$ cat config.mk
export PLATFORM = sky130hd
export DESIGN_NAME = byte_stream_pattern_patcher
export DESIGN_NICKNAME = d
export VERILOG_FILES = /design/src/hw/rtl/bspp_pkg.sv /design/src/hw/rtl/bspp_stage1.sv /design/src/hw/rtl/bspp_stage2.sv /design/src/hw/rtl/bspp_outbuf.sv /design/src/hw/rtl/byte_stream_pattern_patcher.sv
export VERILOG_INCLUDE_DIRS = /design/src /design/src/hw/rtl
export SDC_FILE = /design/constraint.sdc
export NUM_CORES = 1
export LEC_CHECK = 0
export ABC_AREA = 0
export BUFFER_PORTS_ARGS = -buffer_cell sky130_fd_sc_hd__buf_2
export CAP_MARGIN = 30
export CORE_MARGIN = 8
export CORE_UTILIZATION = 44
export DETAILED_ROUTE_END_ITERATION = 8
export HOLD_SLACK_MARGIN = 0.02
export SLEW_MARGIN = 20
export SYNTH_ARGS = -nofsm -noshare
export SYNTH_HDL_FRONTEND = slang
export SYNTH_SLANG_ARGS = --single-unit
$ cat constraint.sdc
create_clock -name clk -period 4.6 [get_ports clk]
set_clock_uncertainty 0.1 [all_clocks]
set_input_delay 0.46 -clock clk [delete_from_list [all_inputs] [get_ports clk]]
set_output_delay 0.46 -clock clk [all_outputs]
set_load 0.05 [all_outputs]
$ cat src/hw/rtl/byte_stream_pattern_patcher_defines.svh
// ----------------------------------------------------------------------------
// Byte stream pattern patcher: assertion macros
// Clocked on clk, disabled while rst_n is low.
// ----------------------------------------------------------------------------
`ifndef BYTE_STREAM_PATTERN_PATCHER_DEFINES_SVH
`define BYTE_STREAM_PATTERN_PATCHER_DEFINES_SVH

// consequent checked in the same cycle
`define BSPP_ASSERT_SAME(lbl, ante, cons, msg) \
  lbl: assert property (@(posedge clk) disable iff (!rst_n) (ante) |-> (cons)) \
    else $error(msg);

// consequent checked in the next cycle
`define BSPP_ASSERT_NEXT(lbl, ante, cons, msg) \
  lbl: assert property (@(posedge clk) disable iff (!rst_n) (ante) |=> (cons)) \
    else $error(msg);

`endif

$ cat src/hw/rtl/bspp_pkg.sv
`timescale 1ns / 1ps
// ----------------------------------------------------------------------------
// bspp_pkg
// Types and constants shared by the byte stream pattern patcher modules.
// ----------------------------------------------------------------------------
package bspp_pkg;

  localparam int unsigned CFG_IDX_W = 3;
  localparam int unsigned CFG_DATA_W = 32;

  typedef enum logic [2:0] {
    REG_OLD_POS   = 3'd0,
    REG_NEW_POS   = 3'd1,
    REG_EN_BASE   = 3'd2,
    REG_EN_166    = 3'd3,
    REG_EN_150    = 3'd4,
    REG_EN_UNPROT = 3'd5,
    REG_WRITE_EN  = 3'd6
  } cfg_reg_t;

  typedef enum logic [1:0] {
    POS_NONE = 2'd0,
    POS_BASE = 2'd1,
    POS_166  = 2'd2,
    POS_150  = 2'd3
  } pos_code_t;

  localparam logic [1:0]  FILL_FULL   = 2'd3;

  localparam logic [31:0] OLD_POS_RST = 32'h0000_afc8;
  localparam logic [31:0] NEW_POS_RST = 32'h0000_2db6;
  localparam logic [31:0] OFFSET_A    = 32'd166;
  localparam logic [31:0] OFFSET_B    = 32'd150;

  // fixed pattern, in stream order
  localparam logic [7:0]  PAT_B0  = 8'hCD;
  localparam logic [7:0]  PAT_B1  = 8'hE4;
  localparam logic [7:0]  PAT_B2  = 8'h43;
  localparam logic [7:0]  PAT_B3  = 8'h6A;
  localparam logic [7:0]  REPL_B0 = 8'h09;
  localparam logic [7:0]  REPL_B1 = 8'h00;
  localparam logic [7:0]  REPL_B2 = 8'h09;
  localparam logic [7:0]  REPL_B3 = 8'h00;

  typedef struct packed {
    logic [31:0] old_pos;
    logic [31:0] old_p166;
    logic [31:0] old_p150;
    logic [31:0] new_pos;
    logic [31:0] new_p166;
    logic [31:0] new_p150;
    logic        en_any;
    logic        en_166;
    logic        en_150;
    logic        en_unprot;
    logic        wr_en;
  } cfg_t;

  // stage one to stage two
  typedef struct packed {
    logic       vld;
    logic [7:0] data;
    logic       uhit;
    logic       patch;
  } s2_item_t;

  // stage two result
  typedef struct packed {
    logic       vld;
    logic [7:0] data;
    logic       uhit;
    pos_code_t  code;
    logic       patch;
  } s2_res_t;

  // item held in the output buffer
  typedef struct packed {
    logic [7:0] data;
    logic       uhit;
    pos_code_t  code;
    logic       patched;
    logic       last;
  } out_item_t;

endpackage

$ cat src/hw/rtl/bspp_stage1.sv
`timescale 1ns / 1ps
// ----------------------------------------------------------------------------
// bspp_stage1
// Fixed pattern window: holds three bytes, matches CD E4 43 6A against the
// held bytes plus the incoming one and optionally replaces the window.
// ----------------------------------------------------------------------------
module bspp_stage1 (
  input  logic               clk,
  input  logic               rst_n,
  input  bspp_pkg::cfg_t     cfg,
  input  logic               load,
  input  logic               pop,
  input  logic [7:0]         byte_i,
  output logic [1:0]         fill_o,
  output bspp_pkg::s2_item_t item_o
);

  logic [7:0] win_r [0:2];
  logic [7:0] win_nxt [0:2];
  logic [1:0] fill_r, fill_nxt;
  logic       full;
  logic       hit;
  logic       patch;

  always_comb begin
    full  = (fill_r == bspp_pkg::FILL_FULL);
    hit   = cfg.en_unprot &&
            (win_r[0] == bspp_pkg::PAT_B0) && (win_r[1] == bspp_pkg::PAT_B1) &&
            (win_r[2] == bspp_pkg::PAT_B2) && (byte_i == bspp_pkg::PAT_B3);
    patch = load && full && hit && cfg.wr_en;

    item_o.vld   = (load && full) || pop;
    item_o.data  = patch ? bspp_pkg::REPL_B0 : win_r[0];
    item_o.uhit  = load && full && hit;
    item_o.patch = patch;
  end

  always_comb begin
    win_nxt  = win_r;
    fill_nxt = fill_r;
    if (load) begin
      if (!full) begin
        win_nxt[fill_r] = byte_i;
        fill_nxt        = fill_r + 2'd1;
      end else if (patch) begin
        win_nxt[0] = bspp_pkg::REPL_B1;
        win_nxt[1] = bspp_pkg::REPL_B2;
        win_nxt[2] = bspp_pkg::REPL_B3;
      end else begin
        win_nxt[0] = win_r[1];
        win_nxt[1] = win_r[2];
        win_nxt[2] = byte_i;
      end
    end else if (pop) begin
      win_nxt[0] = win_r[1];
      win_nxt[1] = win_r[2];
      fill_nxt   = fill_r - 2'd1;
    end
  end

  always_ff @(posedge clk) begin
    if (!rst_n) begin
      fill_r <= 2'd0;
    end else begin
      fill_r <= fill_nxt;
    end
  end

  always_ff @(posedge clk) begin
    win_r <= win_nxt;
  end

  assign fill_o = fill_r;

endmodule

$ cat src/hw/rtl/bspp_stage2.sv
`timescale 1ns / 1ps
// ----------------------------------------------------------------------------
// bspp_stage2
// Position window: reads the held bytes plus the incoming one as a
// little-endian word, compares with the three search values and
// optionally writes the replacement value back into the window.
// ----------------------------------------------------------------------------
module bspp_stage2 (
  input  logic               clk,
  input  logic               rst_n,
  input  bspp_pkg::cfg_t     cfg,
  input  bspp_pkg::s2_item_t item_i,
  input  logic               pop,
  output logic [1:0]         fill_o,
  output bspp_pkg::s2_res_t  res_o
);

  logic [7:0]          win_r [0:2];
  logic [7:0]          win_nxt [0:2];
  logic [2:0]          tag_r, tag_nxt;
  logic [1:0]          fill_r, fill_nxt;
  logic                full;
  logic                cmp;
  logic [31:0]         word;
  logic [31:0]         repl;
  bspp_pkg::pos_code_t code;
  logic                patch;

  always_comb begin
    full = (fill_r == bspp_pkg::FILL_FULL);
    cmp  = item_i.vld && full;
    word = {item_i.data, win_r[2], win_r[1], win_r[0]};
    code = bspp_pkg::POS_NONE;
    if (cfg.en_any) begin
      if (word == cfg.old_pos) begin
        code = bspp_pkg::POS_BASE;
      end else if (cfg.en_166 && (word == cfg.old_p166)) begin
        code = bspp_pkg::POS_166;
      end else if (cfg.en_150 && (word == cfg.old_p150)) begin
        code = bspp_pkg::POS_150;
      end
    end
    unique case (code)
      bspp_pkg::POS_BASE: repl = cfg.new_pos;
      bspp_pkg::POS_166:  repl = cfg.new_p166;
      bspp_pkg::POS_150:  repl = cfg.new_p150;
      default:            repl = word;
    endcase
    patch = cmp && (code != bspp_pkg::POS_NONE) && cfg.wr_en;

    res_o.vld   = cmp || pop;
    res_o.data  = patch ? repl[7:0] : win_r[0];
    res_o.uhit  = tag_r[0];
    res_o.code  = cmp ? code : bspp_pkg::POS_NONE;
    res_o.patch = patch;
  end

  always_comb begin
    win_nxt  = win_r;
    tag_nxt  = tag_r;
    fill_nxt = fill_r;
    if (item_i.vld) begin
      if (!full) begin
        win_nxt[fill_r] = item_i.data;
        tag_nxt[fill_r] = item_i.uhit;
        fill_nxt        = fill_r + 2'd1;
      end else begin
        if (patch) begin
          win_nxt[0] = repl[15:8];
          win_nxt[1] = repl[23:16];
          win_nxt[2] = repl[31:24];
        end else begin
          win_nxt[0] = win_r[1];
          win_nxt[1] = win_r[2];
          win_nxt[2] = item_i.data;
        end
        tag_nxt = {item_i.uhit, tag_r[2:1]};
      end
    end else if (pop) begin
      win_nxt[0] = win_r[1];
      win_nxt[1] = win_r[2];
      tag_nxt    = {1'b0, tag_r[2:1]};
      fill_nxt   = fill_r - 2'd1;
    end
  end

  always_ff @(posedge clk) begin
    if (!rst_n) begin
      fill_r <= 2'd0;
    end else begin
      fill_r <= fill_nxt;
    end
  end

  always_ff @(posedge clk) begin
    win_r <= win_nxt;
    tag_r <= tag_nxt;
  end

  assign fill_o = fill_r;

endmodule

$ cat src/hw/rtl/bspp_outbuf.sv
`timescale 1ns / 1ps
// ----------------------------------------------------------------------------
// bspp_outbuf
// Output register with one skid entry, so the upstream side never waits
// combinationally on out_ready.
// ----------------------------------------------------------------------------
module bspp_outbuf (
  input  logic                clk,
  input  logic                rst_n,
  input  logic                push,
  input  bspp_pkg::out_item_t item_i,
  input  logic                out_ready,
  output logic                out_valid,
  output bspp_pkg::out_item_t item_o,
  output logic                free_o
);

  bspp_pkg::out_item_t out_r, out_nxt;
  bspp_pkg::out_item_t skid_r, skid_nxt;
  logic                out_vld_r, out_vld_nxt;
  logic                skid_vld_r, skid_vld_nxt;
  logic                fire;

  always_comb begin
    fire         = out_vld_r && out_ready;
    out_nxt      = out_r;
    skid_nxt     = skid_r;
    out_vld_nxt  = out_vld_r;
    skid_vld_nxt = skid_vld_r;
    if (skid_vld_r) begin
      if (fire) begin
        out_nxt      = skid_r;
        skid_vld_nxt = 1'b0;
      end
    end else if (push) begin
      if (out_vld_r && !out_ready) begin
        skid_nxt     = item_i;
        skid_vld_nxt = 1'b1;
      end else begin
        out_nxt     = item_i;
        out_vld_nxt = 1'b1;
      end
    end else if (fire) begin
      out_vld_nxt = 1'b0;
    end
  end

  always_ff @(posedge clk) begin
    if (!rst_n) begin
      out_vld_r  <= 1'b0;
      skid_vld_r <= 1'b0;
    end else begin
      out_vld_r  <= out_vld_nxt;
      skid_vld_r <= skid_vld_nxt;
    end
  end

  always_ff @(posedge clk) begin
    out_r  <= out_nxt;
    skid_r <= skid_nxt;
  end

  assign out_valid = out_vld_r;
  assign item_o    = out_r;
  assign free_o    = !skid_vld_r;

endmodule

$ cat src/hw/rtl/byte_stream_pattern_patcher.sv
`timescale 1ns / 1ps
// ----------------------------------------------------------------------------
// byte_stream_pattern_patcher
// Two cascaded four-byte window stages over a byte stream: a fixed pattern
// patch followed by a 32-bit position value patch.
//
//   channel  handshake              payload
//   in       in_valid / in_ready    in_byte_in, in_last_in
//   out      out_valid / out_ready  out_byte_out, out_unprotect_hit,
//                                   out_position_hit, out_any_patched,
//                                   out_last_out
//   cfg      cfg_we                 cfg_index, cfg_data
//
// One item per cycle while the skid entry is free; a byte enters the output
// buffer at the edge that accepts the sixth byte after it (three held per
// window). After a last item the held bytes (one to six) drain at one step
// per cycle, skid permitting, with in_ready low, up to seven results in all.
// in_ready depends only on the drain flag and the skid entry of the output
// buffer. Reset is synchronous, active low, and empties windows and buffer.
// ----------------------------------------------------------------------------
`include "byte_stream_pattern_patcher_defines.svh"

module byte_stream_pattern_patcher (
  input  logic        clk,
  input  logic        rst_n,
  input  logic        in_valid,
  output logic        in_ready,
  input  logic [7:0]  in_byte_in,
  input  logic        in_last_in,
  output logic        out_valid,
  input  logic        out_ready,
  output logic [7:0]  out_byte_out,
  output logic        out_unprotect_hit,
  output logic [1:0]  out_position_hit,
  output logic        out_any_patched,
  output logic        out_last_out,
  input  logic        cfg_we,
  input  logic [bspp_pkg::CFG_IDX_W-1:0]  cfg_index,
  input  logic [bspp_pkg::CFG_DATA_W-1:0] cfg_data
);

  logic [31:0] old_pos_r, old_p166_r, old_p150_r;
  logic [31:0] new_pos_r, new_p166_r, new_p150_r;
  logic        en_base_r, en_166_r, en_150_r, en_unprot_r, wr_en_r;
  logic        patched_r, patched_nxt;
  logic        draining_r, draining_nxt;

  bspp_pkg::cfg_t      cfg;
  bspp_pkg::s2_item_t  s1_item;
  bspp_pkg::s2_res_t   s2_res;
  bspp_pkg::out_item_t push_item;
  bspp_pkg::out_item_t out_item;
  logic [1:0]          fill1, fill2;
  logic                buf_free;
  logic                load, drain_step, pop1, pop2, last_res, any_p;

  // configuration
  always_ff @(posedge clk) begin
    if (!rst_n) begin
      old_pos_r   <= bspp_pkg::OLD_POS_RST;
      old_p166_r  <= bspp_pkg::OLD_POS_RST + bspp_pkg::OFFSET_A;
      old_p150_r  <= bspp_pkg::OLD_POS_RST + bspp_pkg::OFFSET_B;
      new_pos_r   <= bspp_pkg::NEW_POS_RST;
      new_p166_r  <= bspp_pkg::NEW_POS_RST + bspp_pkg::OFFSET_A;
      new_p150_r  <= bspp_pkg::NEW_POS_RST + bspp_pkg::OFFSET_B;
      en_base_r   <= 1'b0;
      en_166_r    <= 1'b0;
      en_150_r    <= 1'b0;
      en_unprot_r <= 1'b0;
      wr_en_r     <= 1'b0;
    end else if (cfg_we) begin
      unique case (bspp_pkg::cfg_reg_t'(cfg_index))
        bspp_pkg::REG_OLD_POS: begin
          old_pos_r  <= cfg_data;
          old_p166_r <= cfg_data + bspp_pkg::OFFSET_A;
          old_p150_r <= cfg_data + bspp_pkg::OFFSET_B;
        end
        bspp_pkg::REG_NEW_POS: begin
          new_pos_r  <= cfg_data;
          new_p166_r <= cfg_data + bspp_pkg::OFFSET_A;
          new_p150_r <= cfg_data + bspp_pkg::OFFSET_B;
        end
        bspp_pkg::REG_EN_BASE:   en_base_r   <= cfg_data[0];
        bspp_pkg::REG_EN_166:    en_166_r    <= cfg_data[0];
        bspp_pkg::REG_EN_150:    en_150_r    <= cfg_data[0];
        bspp_pkg::REG_EN_UNPROT: en_unprot_r <= cfg_data[0];
        bspp_pkg::REG_WRITE_EN:  wr_en_r     <= cfg_data[0];
        default: ;
      endcase
    end
  end

  always_comb begin
    cfg.old_pos   = old_pos_r;
    cfg.old_p166  = old_p166_r;
    cfg.old_p150  = old_p150_r;
    cfg.new_pos   = new_pos_r;
    cfg.new_p166  = new_p166_r;
    cfg.new_p150  = new_p150_r;
    cfg.en_any    = en_base_r | en_166_r | en_150_r;
    cfg.en_166    = en_166_r;
    cfg.en_150    = en_150_r;
    cfg.en_unprot = en_unprot_r;
    cfg.wr_en     = wr_en_r;
  end

  // step control: one accepted item or drain step per cycle, skid permitting
  always_comb begin
    in_ready   = !draining_r && buf_free;
    load       = in_valid && in_ready;
    drain_step = draining_r && buf_free;
    pop1       = drain_step && (fill1 != 2'd0);
    pop2       = drain_step && (fill1 == 2'd0);
    last_res   = pop2 && (fill2 == 2'd1);
    any_p      = patched_r | s1_item.patch | s2_res.patch;

    draining_nxt = draining_r;
    if (load && in_last_in) begin
      draining_nxt = 1'b1;
    end else if (last_res) begin
      draining_nxt = 1'b0;
    end
    patched_nxt = last_res ? 1'b0 : any_p;

    push_item.data    = s2_res.data;
    push_item.uhit    = s2_res.uhit;
    push_item.code    = s2_res.code;
    push_item.patched = any_p;
    push_item.last    = last_res;
  end

  always_ff @(posedge clk) begin
    if (!rst_n) begin
      patched_r  <= 1'b0;
      draining_r <= 1'b0;
    end else begin
      patched_r  <= patched_nxt;
      draining_r <= draining_nxt;
    end
  end

  bspp_stage1 u_stage1 (
    .clk    (clk),
    .rst_n  (rst_n),
    .cfg    (cfg),
    .load   (load),
    .pop    (pop1),
    .byte_i (in_byte_in),
    .fill_o (fill1),
    .item_o (s1_item)
  );

  bspp_stage2 u_stage2 (
    .clk    (clk),
    .rst_n  (rst_n),
    .cfg    (cfg),
    .item_i (s1_item),
    .pop    (pop2),
    .fill_o (fill2),
    .res_o  (s2_res)
  );

  bspp_outbuf u_outbuf (
    .clk       (clk),
    .rst_n     (rst_n),
    .push      (s2_res.vld),
    .item_i    (push_item),
    .out_ready (out_ready),
    .out_valid (out_valid),
    .item_o    (out_item),
    .free_o    (buf_free)
  );

  assign out_byte_out      = out_item.data;
  assign out_unprotect_hit = out_item.uhit;
  assign out_position_hit  = out_item.code;
  assign out_any_patched   = out_item.patched;
  assign out_last_out      = out_item.last;

  `BSPP_ASSERT_NEXT(a_last_starts_drain, load && in_last_in, draining_r,
                    "last item did not start drain")
  `BSPP_ASSERT_SAME(a_drain_has_bytes, draining_r, (fill1 != 2'd0) || (fill2 != 2'd0),
                    "drain with empty windows")
  `BSPP_ASSERT_SAME(a_stream_out_full, s2_res.vld && !draining_r,
                    fill2 == bspp_pkg::FILL_FULL, "output from unfilled window")
  `BSPP_ASSERT_NEXT(a_end_clears, last_res, !draining_r && !patched_r,
                    "stream end did not clear state")

endmodule
# After elaboration in Yosys (flattened, before gate mapping)
# Index checks and enable logic that the tools add are counted.
# op_classes
n_addsub,6
n_lt_le_gt_ge,6
n_eq_ne,24
n_mux,47
n_bitwise,8
n_reduce_logical,51
# op_table
cell,n
equality test 32 bit,3
two-way mux 24 bit,4
one-hot mux 32 bit (3 select lines),1
"adder 32 x 8 -> 32 bit, second input constant",2
two-way mux 16 bit,4
two-way mux 13 bit,4
bitwise mux 24 bit,2
demux 8 bit (select 2 bit),2
two-way mux 8 bit,4
logical AND 1 bit,24
two-way mux 2 bit,11
AND reduction 2 bit,9
"equality test 8 x 7 -> 1 bit, second input constant",2
"equality test 8 bit, second input constant",2
nonzero test 2 bit,7
two-way mux 1 bit,10
"equality test 3 bit, second input constant",3
two-way mux 3 bit,3
AND reduction 3 bit,3
"equality test 2 bit, second input constant",4
"inequality test 2 bit, second input constant",4
"equality test 3 x 2 -> 1 bit, second input constant",2
">= comparator 3 bit, second input constant",2
"less-than comparator 3 x 1 -> 1 bit, second input constant",2
17 further kinds,28
# word_totals
register_bits,282
inputBits,49
output_inout_bits,15
elab_cells,176

# Longest topological paths before layout
# Gate-level depths: netlist of the first run.
# logic_depth
word_depth,21
mapped_depth,12
ltp_nobuf,10

# By module
# From an unflattened synthesis of the first run, not the netlist that was laid out.
# hier_totals
cells_unflattened,1514
hier_area_um2,13530.5
# by_module_without_submodules
module,instances,cells_each,area_each_um2,seq_area_each_um2
byte_stream_pattern_patcher,1,921,7621.1,3783.6
bspp_stage2,1,407,3316.9,850.8
bspp_stage1,1,131,1495.2,760.7
bspp_outbuf,1,55,1097.3,820.8

# Least setup slack after synthesis of the first run
# No wires, ideal clock.
# synth_path
kind,register to register
from,register u_stage2.win_r[18] in the netlist's numbering
to,register u_stage2.win_r[23] in the netlist's numbering (data pin)
setup_ns,0.261
arrival_time_ns,3.317
t_required_ns,4.239
slack_ns,0.923
path_stages_with_launch,9
n_path_buf,0
synth_period_minus_slack_ns,3.677
path_cell_list,edfxtp_1 > xor2_1 > or4_1 > or4_1 > or4_4 > nand2b_4 > a311o_1 > a21o_1 > a221o_1
# synth_lines
item,line,text
from (decl),bspp_stage2.sv:18,logic [7:0] win_r [0:2];
from (signal assigned),bspp_stage2.sv:96,win_r <= win_nxt;

==> key figures, run 1 <==
Status
  • Outcome: finished clean

Drt
  • DR DRC count: 0
  • Routed vias/inst: 5.90
  • Initial DRC count: 1136
  • Final wirelength: 43.1 mm
  • First drt pass iteration count: 6
  • WL per Instance: 22.7 µm
  • Routed Antenna Nets: 0
  • Via count: 11175

GRT
  • GRT Total Usage: 23.5%
  • GR met3 Demand/Resource: 3.46%
  • Largest net degree at the start of global routing: 90
  • First-pass GRT wire length: 65.6 mm
  • Met2 usage: 36.9%
  • GRT Max-Usage Layer: met2
  • GR Layer Usage met1: 32.2%
  • Remaining global-route overflow: 0
  • Antenna violations before repair: 0
  • Vias in the first global route: 10620

Power and ir drop
  • Sequential Power Share: 47.9%
  • Worst vdd ir: 297 µV
  • Net Sw Frac: 26.2%
  • P_int: 4100 µW
  • Net Sw Power: 1460 µW
  • Pwr per Cell Area: 378 nW/µm²
  • Comb pwr share: 10.9%
  • Clk pwr share: 41.2%
  • Pleak: 0.00533 µW

Yosys
  • Xor/xnor share of the synthesized area: 9.33%
  • Most used DFF post-synth: dfxtp_1
  • Area leader, netlist: dfxtp_1
  • Fraction of registers with async set/reset: 0%
  • Flops & latches, synth: 272
  • Syn Nets: 1525
  • Synthesized area: 13100 µm²
  • Yosys warns: 0
  • Post-Synth Simple-Gate Area: 19.9%
  • Mux cell area share after synthesis: 1.26%
  • Sequential area share after synthesis: 47.3%
  • Number of enable flip-flop cells after synthesis: 77
  • Post-synthesis cell type count: 70
  • Share of the synthesized area in the top cell type: 29.7%
  • Post-Synth Adder-Cell Area: 0.476%
  • Largest family of logic cells by synthesized area: simple AND/OR/NAND/NOR gates
  • Post-Syn Area per Cell: 8.94 µm²
  • Complex-gate fraction of the synthesized area: 17.1%
  • Syn Inst Count: 1471
  • Largest cells by area after synthesis: dfxtp_1 (30%), edfxtp_1 (18%), nand2_1 (6.5%)

Die
  • Starting Density: 44.5%
  • Die area: 35700 µm²
  • Core area: 29600 µm²
  • Row cnt: 63
  • Die width: 189 µm
  • Number of I/O pins: 64
  • Die Y: 189 µm

Clocking
  • CTS Sinks: 272
  • Postcts setup bufs: 0
  • Root buf cell: clkbuf_16
  • CTS tree: done
  • Post-CTS sizing: 0
  • CTS buffer count: 30
  • Max Root-Sink Buffers: 3
  • Clk_lat worst skew: 0.56 ns
  • Hold buffers post-CTS: 0
  • Htree depth: 1
  • Clk slew on worst S/H paths: 0.06 ns

Timing
  • Tmin final: 4.24 ns
  • Fmax: 236 MHz
  • Hold_ws: 0.0531 ns
  • Max Slew Vio Count: 0
  • Worst Max-Slew Pin Slew: 0.922 ns
  • Final hold viol count: 0
  • TNS Setup: 0 ns
  • Period Utilization, post-route: 92.1%
  • Setup Viol. Count Final: 0
  • Slew HR: 38.1%
  • RSZ-0062 raised after global routing: false

Place
  • DP Area: 13800 µm²
  • Number of I/O port buffers: 63
  • Placed cell count: 1841
  • Placer Congestion: 0.921
  • HPWL Detailed: 30.4 mm

Hold path
  • Hold Crit Class: in2reg

Final layout
  • # nets final: 1537
  • Non-Filler Instances: 1895
  • Share of layout cells above drive strength 1: 11.0%
  • Area growth, synth to finish: 11.9%
  • Ant diodes: 0
  • Number of fill cells in the layout: 2847
  • Fin area: 14700 µm²

Setup path
  • Worst path arrival time: 4.44 ns
  • Crit-path max FO: 14
  • CP startpoint kind: flip-flop
  • CP required: 4.81 ns
  • Type of destination of the critical path: flip-flop
  • Setup CP Type: reg2reg

Flow run
  • Max-cap check violation count: 0
[routing by layer]
| metal | share of wire, % | routed length (µm) | vias up |
|---|---|---|---|
| met5 | 0 | 0 | - |
| met1 | 44 | 18900 | 5352 |
| li1 | - | - | 5254 |
| met4 | 4.2 | 1820 | 0 |
| met2 | 45 | 19400 | 461 |
| met3 | 7.0 | 3000 | 108 |
[worst max-delay path, stage by stage (launching register included)]
cell	delay [ns]
edfxtp_1	0.46
xor2_1	0.17
or4_1	0.54
or4_1	0.55
or4_4	0.56
nand2b_4	0.18
a311o_1	0.66
a21o_1	0.38
a221o_1	0.38
[layout make-up]
class,instances,area [µm²],share of cell area (%)
Clock buffer,50,897,6.10
Multi-Input combinational cell,1045,6330,43.1
Tap cell,390,488,3.32
Clock inverter,4,23.8,0.162
Timing Repair Buffer,100,618,4.20
Sequential cell,272,6220,42.3
Inverter,34,130,0.885
[through the flow]
stage	util, %	power, µW	setup slack (ns)
after floorplan	-	3090	0.923
after global placement	46.6	3310	0.450
after detailed placement	46.6	3310	0.377
after CTS	49.7	5580	0.359
after global routing	49.7	5750	0.221
final	49.7	5560	0.364
[state kept, by name, summed over array words and instances, names as in the netlist, 2 cells and up]
register / flops
old_p150_r: 28
u_stage2.fill_o: 2
old_p166_r: 31
u_stage1.fill_o: 2
u_stage2.win_r: 24
new_pos_r: 32
u_stage2.tag_r: 3
old_pos_r: 32
new_p150_r: 28
u_stage1.win_r: 24
u_outbuf.item_o: 13
new_p166_r: 31
u_outbuf.skid_r: 13
[power by group through the flow]
| stage | sequential (µW) | clock (µW) | combinational [µW] |
|---|---|---|---|
| floorplan | 2690 | 0 | 402 |
| global placement | 2710 | 0 | 596 |
| detailed placement | 2710 | 0 | 599 |
| CTS | 2660 | 2310 | 602 |
| global route | 2670 | 2420 | 661 |
| finish | 2660 | 2290 | 609 |
[kinds of logic (layout without fill, tap and decap cells)]
group	Yosys count	in the layout
fa+ha+maj	5	5
buf+inv	154	188
mux	15	15
flops	272	272
simple gates	570	570
xor+xnor	140	140
compound gates	315	315
[synth_stat cells, drive strengths merged (12+ instances only)]
master  number
a22o        18
nor3        21
nor4        14
o21ai       17
xor2        63
a211oi      92
nand4       24
a21oi       89
edfxtp      77
clkbuf     108
inv         34
and3        40
o211ai      29
nor2       146
nand2      226
xnor2       77
nand3       49
dfxtp      195
buf         12
[worst paths after layout]
path,slack [ns],end,startpoint,depth (start not counted)
min reg2reg,0.35,new_pos_r[23],new_pos_r[23],2
max,0.36,u_stage2.win_r[23],u_stage2.win_r[18],8
max reg2reg,0.36,u_stage2.win_r[23],u_stage2.win_r[18],8
min,0.05,u_outbuf.skid_vld_r,out_ready,2
[placed cells by master (no fill, tap or decap), types with 6 or more instances in the layout]
cell and n:
inv_1 33, a22o_1 18, a222oi_1 6, a21oi_1 88, buf_4 35, clkbuf_1 14
o221ai_1 10, nand4_1 24, xnor2_1 77, nand3_1 49, edfxtp_1 77, buf_2 63
xor2_1 63, nor3_1 20, and2_1 7, dfxtp_1 195, nand2_1 224, and3_1 40
nor4_1 14, a221o_1 8, o21ai_0 17, nand2b_1 6, nor2b_1 6, o211ai_1 29
a211oi_1 89, mux2i_1 8, nor2_1 145, clkbuf_16 31
Note: power is estimated with default switching activity, not from simulation.
==> run 2: changes to the inputs <==
--- a/config.mk
+++ b/config.mk
@@ -9,6 +9,7 @@
 export ABC_AREA = 0
 export BUFFER_PORTS_ARGS = -buffer_cell sky130_fd_sc_hd__buf_2
 export CAP_MARGIN = 30
+export CORE_ASPECT_RATIO = 1.5
 export CORE_MARGIN = 8
 export CORE_UTILIZATION = 44
 export DETAILED_ROUTE_END_ITERATION = 8
==> key figures, run 2 (synthesis results as in run 1) <==
Setup path
  • CP startpoint kind: flip-flop
  • Setup CP Type: reg2reg
  • Worst path top cell family by delay: simple AND/OR/NAND/NOR gates
  • Worst path arrival time: 4.40 ns (-0.04 ns)
  • Max stage delay cell, worst path: a311o_1
  • CP cell instances: xor2_1 > or4_1 > or4_1 > or4_4 > nand2b_4 > a311o_1 > a21o_1 > a221o_1
  • Crit-path max FO: 12 (-2)
  • Type of destination of the critical path: flip-flop
  • CP max stage delay: 0.61 ns (-0.05 ns)
  • WP buf/inv: 0 (unchanged)
  • Most used cell, CP: or4_1
  • CP required: 4.80 ns (about the same)

Power and ir drop
  • Worst vdd ir: 247 µV (-17%)
  • Net Sw Power: 1470 µW (+0.57%)
  • Sequential Power Share: 46.7% (-1.2 points)
  • P_int: 4230 µW (+3.1%)
  • Pwr per Cell Area: 385 nW/µm² (+1.8%)
  • Comb pwr share: 10.8% (about the same)
  • Net Sw Frac: 25.8% (-0.48 points)
  • Pleak: 0.00538 µW (+0.77%)
  • Clk pwr share: 42.5% (+1.3 points)

Clocking
  • Hold buffers post-CTS: 0 (unchanged)
  • CTS Sinks: 272 (unchanged)
  • Clk slew on worst S/H paths: 0.06 ns (about the same)
  • CTS buffer count: 28 (-6.7%)
  • Clk_lat worst skew: 0.56 ns (about the same)
  • Htree depth: 1 (unchanged)
  • CTS tree: done
  • Post-CTS sizing: 0 (unchanged)
  • Postcts setup bufs: 0 (unchanged)
  • Root buf cell: clkbuf_16
  • Max Root-Sink Buffers: 3 (unchanged)

Timing
  • Period Utilization, post-route: 91.4% (-0.73 points)
  • Tmin final: 4.20 ns (-0.0335 ns)
  • RSZ-0062 raised after global routing: false
  • Worst Max-Slew Pin Slew: 0.945 ns (+0.0235 ns)
  • Setup Viol. Count Final: 0 (unchanged)
  • Max Slew Vio Count: 0 (unchanged)
  • Fmax: 238 MHz (+0.80%)
  • Slew HR: 36.5% (-1.6 points)
  • Final hold viol count: 0 (unchanged)
  • TNS Setup: 0 ns (unchanged)

Die
  • Number of I/O pins: 64 (unchanged)
  • Starting Density: 44.6% (+0.12 points)
  • Core area: 29500 µm² (-0.27%)
  • Die width: 157 µm (-17%)
  • Row cnt: 77 (+22%)
  • Die Y: 228 µm (+21%)
  • Die area: 35800 µm² (+0.32%)

GRT
  • First-pass GRT wire length: 65.7 mm (about the same)
  • GRT Total Usage: 23.9% (+0.41 points)
  • Largest net degree at the start of global routing: 95 (+5.6%)
  • Vias in the first global route: 10794 (+1.6%)
  • Antenna violations before repair: 0 (unchanged)
  • Remaining global-route overflow: 0 (unchanged)

Final layout
  • Fin area: 14800 µm² (+0.66%)
  • Most frequent cells in the layout: nand2_1 (224), dfxtp_1 (195), nor2_1 (144), a211oi_1 (89), a21oi_1 (88)
  • Share of layout cells above drive strength 1: 11.4% (+0.48 points)
  • Commonest non-fill, non-tap cell in the layout: nand2_1
  • # nets final: 1535 (-0.13%)
  • Ant diodes: 0 (unchanged)
  • Top Registers: new_pos_r (32), old_pos_r (32)
  • Area growth, synth to finish: 12.6%

Drt
  • Routed vias/inst: 5.88 (-0.30%)
  • Routed Antenna Nets: 0 (unchanged)
  • Final wirelength: 43.5 mm (+0.90%)
  • First drt pass iteration count: 6 (unchanged)
  • Initial DRC count: 806 (-29%)
  • WL per Instance: 22.9 µm (+0.74%)
  • Via count: 11159 (-0.14%)
  • DR DRC count: 0 (unchanged)

Place
  • Number of I/O port buffers: 63 (unchanged)
  • DP Area: 13800 µm² (+0.15%)
  • HPWL Detailed: 31.0 mm (+2.0%)
  • Placer Congestion: 0.936 (+1.6%)

Status
  • Outcome: finished clean

Flow run
  • Max-cap check violation count: 0 (unchanged)

Hold path
  • Hold Crit Class: in2reg
[run 2: cell count changes in the layout (fill, tap and decap cells not counted), moves of 4 or more]
| cell | change |
|---|---|
| clkbuf_8 | -4 |
| clkinv_2 | +6 |
| clkbuf_1 | -10 |
| bufinv_16 | +5 |
[run 2: through the flow]
stage	utilization (%)	hold WS (ns)	setup slack, ns	cells	total power (µW)
after floorplan	-	0.322	0.923	1471	3090
after global placement	46.7	0.338	0.516	1844	3310
after detailed placement	46.8	0.343	0.436	1845	3320
after CTS	50.1	0.0396	0.433	1897	5730
after global routing	50.2	0.0465	0.305	1898	5890
final	50.2	0.0546	0.397	1898	5700
[run 2: final timing paths]
| kind | cells after the start | start | to | slack, ns |
|---|---|---|---|---|
| min | 2 | out_ready | u_outbuf.skid_vld_r | 0.05 |
| min reg2reg | 2 | new_pos_r[23] | new_pos_r[23] | 0.35 |
| max | 8 | u_stage2.win_r[18] | u_stage2.win_r[23] | 0.40 |
| max reg2reg | 8 | u_stage2.win_r[18] | u_stage2.win_r[23] | 0.40 |
[run 2: layer usage]
| layer | GRT usage [%] | part of all wire, % | vias up |
|---|---|---|---|
| li1 | - | - | 5257 |
| met1 | 28.4 | 39 | 5360 |
| met2 | 41.1 | 50 | 414 |
| met3 | 2.80 | 5.5 | 128 |
| met4 | 13.1 | 5.6 | 0 |
| met5 | 0 | 0 | - |
[run 2: cell type report]
cell class	count	area (µm²)
Fill cell	2853	14700
Multi-Input combinational cell	1045	6330
Sequential cell	272	6220
Clock buffer	34	754
Timing Repair Buffer	100	658
Tap cell	395	494
Clock inverter	18	215
Inverter	34	130
[run 2: power by group through the flow]
| stage | registers (µW) | clock network [µW] | logic [µW] |
|---|---|---|---|
| 5_1_grt | 2670 | 2550 | 666 |
| 3_5_place_dp | 2710 | 0 | 606 |
| 2_1_floorplan | 2690 | 0 | 402 |
| 4_1_cts | 2660 | 2460 | 612 |
| 6_report | 2660 | 2420 | 616 |
| 3_3_place_gp | 2710 | 0 | 601 |
==> run 3: changes to the inputs <==
--- a/config.mk
+++ b/config.mk
@@ -14,6 +14,7 @@
 export CORE_UTILIZATION = 44
 export DETAILED_ROUTE_END_ITERATION = 8
 export HOLD_SLACK_MARGIN = 0.02
+export REMOVE_ABC_BUFFERS = 1
 export SLEW_MARGIN = 20
 export SYNTH_ARGS = -nofsm -noshare
 export SYNTH_HDL_FRONTEND = slang
==> key figures, run 3 (synthesis results as in run 1) <==
Drt
  • Via count: 10983 (-1.6%)
  • DR DRC count: 0 (unchanged)
  • Final wirelength: 42.7 mm (-1.7%)
  • Routed vias/inst: 5.81 (-1.2%)
  • Initial DRC count: 794 (-1.5%)
  • First drt pass iteration count: 8 (+2)
  • Routed Antenna Nets: 0 (unchanged)
  • WL per Instance: 22.6 µm (-1.4%)

Timing
  • Max Slew Vio Count: 0 (unchanged)
  • Fmax: 235 MHz (-1.1%)
  • Hold_ws: 0.0392 ns (-0.0155 ns)
  • TNS Setup: 0 ns (unchanged)
  • Worst Max-Slew Pin Slew: 0.956 ns (+0.0110 ns)
  • Setup Viol. Count Final: 0 (unchanged)
  • Final hold viol count: 0 (unchanged)
  • Tmin final: 4.25 ns (+0.0456 ns)
  • RSZ-0062 raised after global routing: false
  • Slew HR: 36.2% (-0.25 points)
  • Period Utilization, post-route: 92.4% (+0.99 points)

Clocking
  • Max Root-Sink Buffers: 3 (unchanged)
  • Clk_lat worst skew: 0.56 ns (about the same)
  • CTS buffer count: 27 (-3.6%)
  • Postcts setup bufs: 0 (unchanged)
  • Post-CTS sizing: 0 (unchanged)
  • CTS tree: done
  • Hold buffers post-CTS: 0 (unchanged)
  • Root buf cell: clkbuf_16
  • CTS Sinks: 272 (unchanged)
  • Clk slew on worst S/H paths: 0.07 ns (about the same)
  • Htree depth: 1 (unchanged)

Setup path
  • Worst path arrival time: 4.45 ns (+0.05 ns)
  • Setup CP Type: reg2reg
  • Type of destination of the critical path: flip-flop
  • Crit-path max FO: 13 (+1)
  • CP required: 4.81 ns (about the same)
  • CP startpoint kind: flip-flop

Power and ir drop
  • Net Sw Power: 1460 µW (-0.79%)
  • Worst vdd ir: 240 µV (-2.8%)
  • Pleak: 0.00531 µW (-1.3%)
  • Pwr per Cell Area: 381 nW/µm² (-0.91%)
  • Comb pwr share: 10.5% (-0.3 points)
  • Sequential Power Share: 47.7% (+1.0 points)
  • Net Sw Frac: 26.0% (+0.27 points)
  • Clk pwr share: 41.8% (-0.7 points)
  • P_int: 4140 µW (-2.2%)

GRT
  • Met2 usage: 38.5% (-2.6 points)
  • Remaining global-route overflow: 0 (unchanged)
  • Largest net degree at the start of global routing: 80 (-16%)
  • Vias in the first global route: 10593 (-1.9%)
  • GR met3 Demand/Resource: 3.63% (+0.83 points)
  • GR Layer Usage met1: 28.7% (+0.30 points)
  • Antenna violations before repair: 0 (unchanged)
  • First-pass GRT wire length: 64.8 mm (-1.3%)
  • GRT Max-Usage Layer: met2
  • GRT Total Usage: 23.6% (-0.30 points)

Place
  • Number of I/O port buffers: 63 (unchanged)
  • HPWL Detailed: 30.4 mm (-1.9%)
  • Placer Congestion: 0.909 (-2.8%)

Final layout
  • Share of layout cells above drive strength 1: 10.8% (-0.68 points)
  • Commonest non-fill, non-tap cell in the layout: nand2_1
  • Ant diodes: 0 (unchanged)
  • Area growth, synth to finish: 11.6%
  • # nets final: 1530 (-0.33%)
  • Most frequent cells in the layout: nand2_1 (224), dfxtp_1 (195), nor2_1 (145), a211oi_1 (89), a21oi_1 (88)
  • Top Registers: new_pos_r (32), old_pos_r (32)

Die
  • Core area: 29500 µm² (unchanged)
  • Die area: 35800 µm² (unchanged)
  • Die width: 157 µm (unchanged)
  • Row cnt: 77 (unchanged)
  • Number of I/O pins: 64 (unchanged)
  • Starting Density: 44.6% (unchanged)
  • Die Y: 228 µm (unchanged)

Status
  • Outcome: finished clean

Flow run
  • Max-cap check violation count: 0 (unchanged)

Hold path
  • Hold Crit Class: in2reg
==> run 3: changes by cell type in the layout (fill, tap and decap cells not counted), moves of 2 or more <==
| cell | change |
|---|---|
| clkbuf_16 | -2 |
| buf_4 | -2 |
| clkinvlp_2 | -2 |
| clkbuf_1 | +2 |
| clkinv_2 | -3 |
| buf_16 | -2 |
==> run 3: through the flow <==
stage	power, µW	cells	setup slack (ns)	cell area [µm²]	util, %
floorplan	3060	1351	0.0822	12700	-
global placement	3300	1842	0.445	13800	46.7
detailed placement	3300	1842	0.411	13800	46.7
CTS	5610	1891	0.387	14700	49.8
global route	5780	1891	0.204	14700	49.8
finish	5600	1891	0.352	14700	49.8
==> run 3: path summary, 6_finish.rpt <==
kind                          to  cells after the start                from  slack (ns)
max           u_stage2.win_r[23]                      8  u_stage2.win_r[18]        0.35
min          u_outbuf.skid_vld_r                      2           out_ready        0.04
max reg2reg   u_stage2.win_r[23]                      8  u_stage2.win_r[18]        0.35
min reg2reg        new_pos_r[15]                      2       new_pos_r[15]        0.36
==> run 3: layout make-up <==
class	instances	area, µm²
Sequential cell	272	6220
Timing Repair Buffer	96	588
Clock buffer	33	698
Clock inverter	16	210
Tap cell	395	494
Inverter	34	130
Multi-Input combinational cell	1045	6330
Fill cell	2888	14800
==> run 3: worst max-delay path, stage by stage, from the launching register on <==
cell and delay, ns:
edfxtp_1 0.46, xor2_1 0.17, or4_1 0.59, or4_1 0.56, or4_4 0.56, nand2b_4 0.18, a311o_1 0.64, a21o_1 0.37
a221o_1 0.36
==> run 3: power groups by stage <==
stage          clock network (µW)  registers (µW)  logic [µW]
6_report                     2340            2670         585
5_1_grt                      2460            2680         637
4_1_cts                      2360            2670         583
3_5_place_dp                    0            2720         580
3_3_place_gp                    0            2720         577
2_1_floorplan                   0            2720         342
==> run 3: routing by layer <==
metal	wire [µm]	share of wire, %	up-vias
met5	0	0	-
li1	-	-	5233
met1	17100	40	5245
met3	2580	6.0	118
met2	20300	47	387
met4	2740	6.4	0
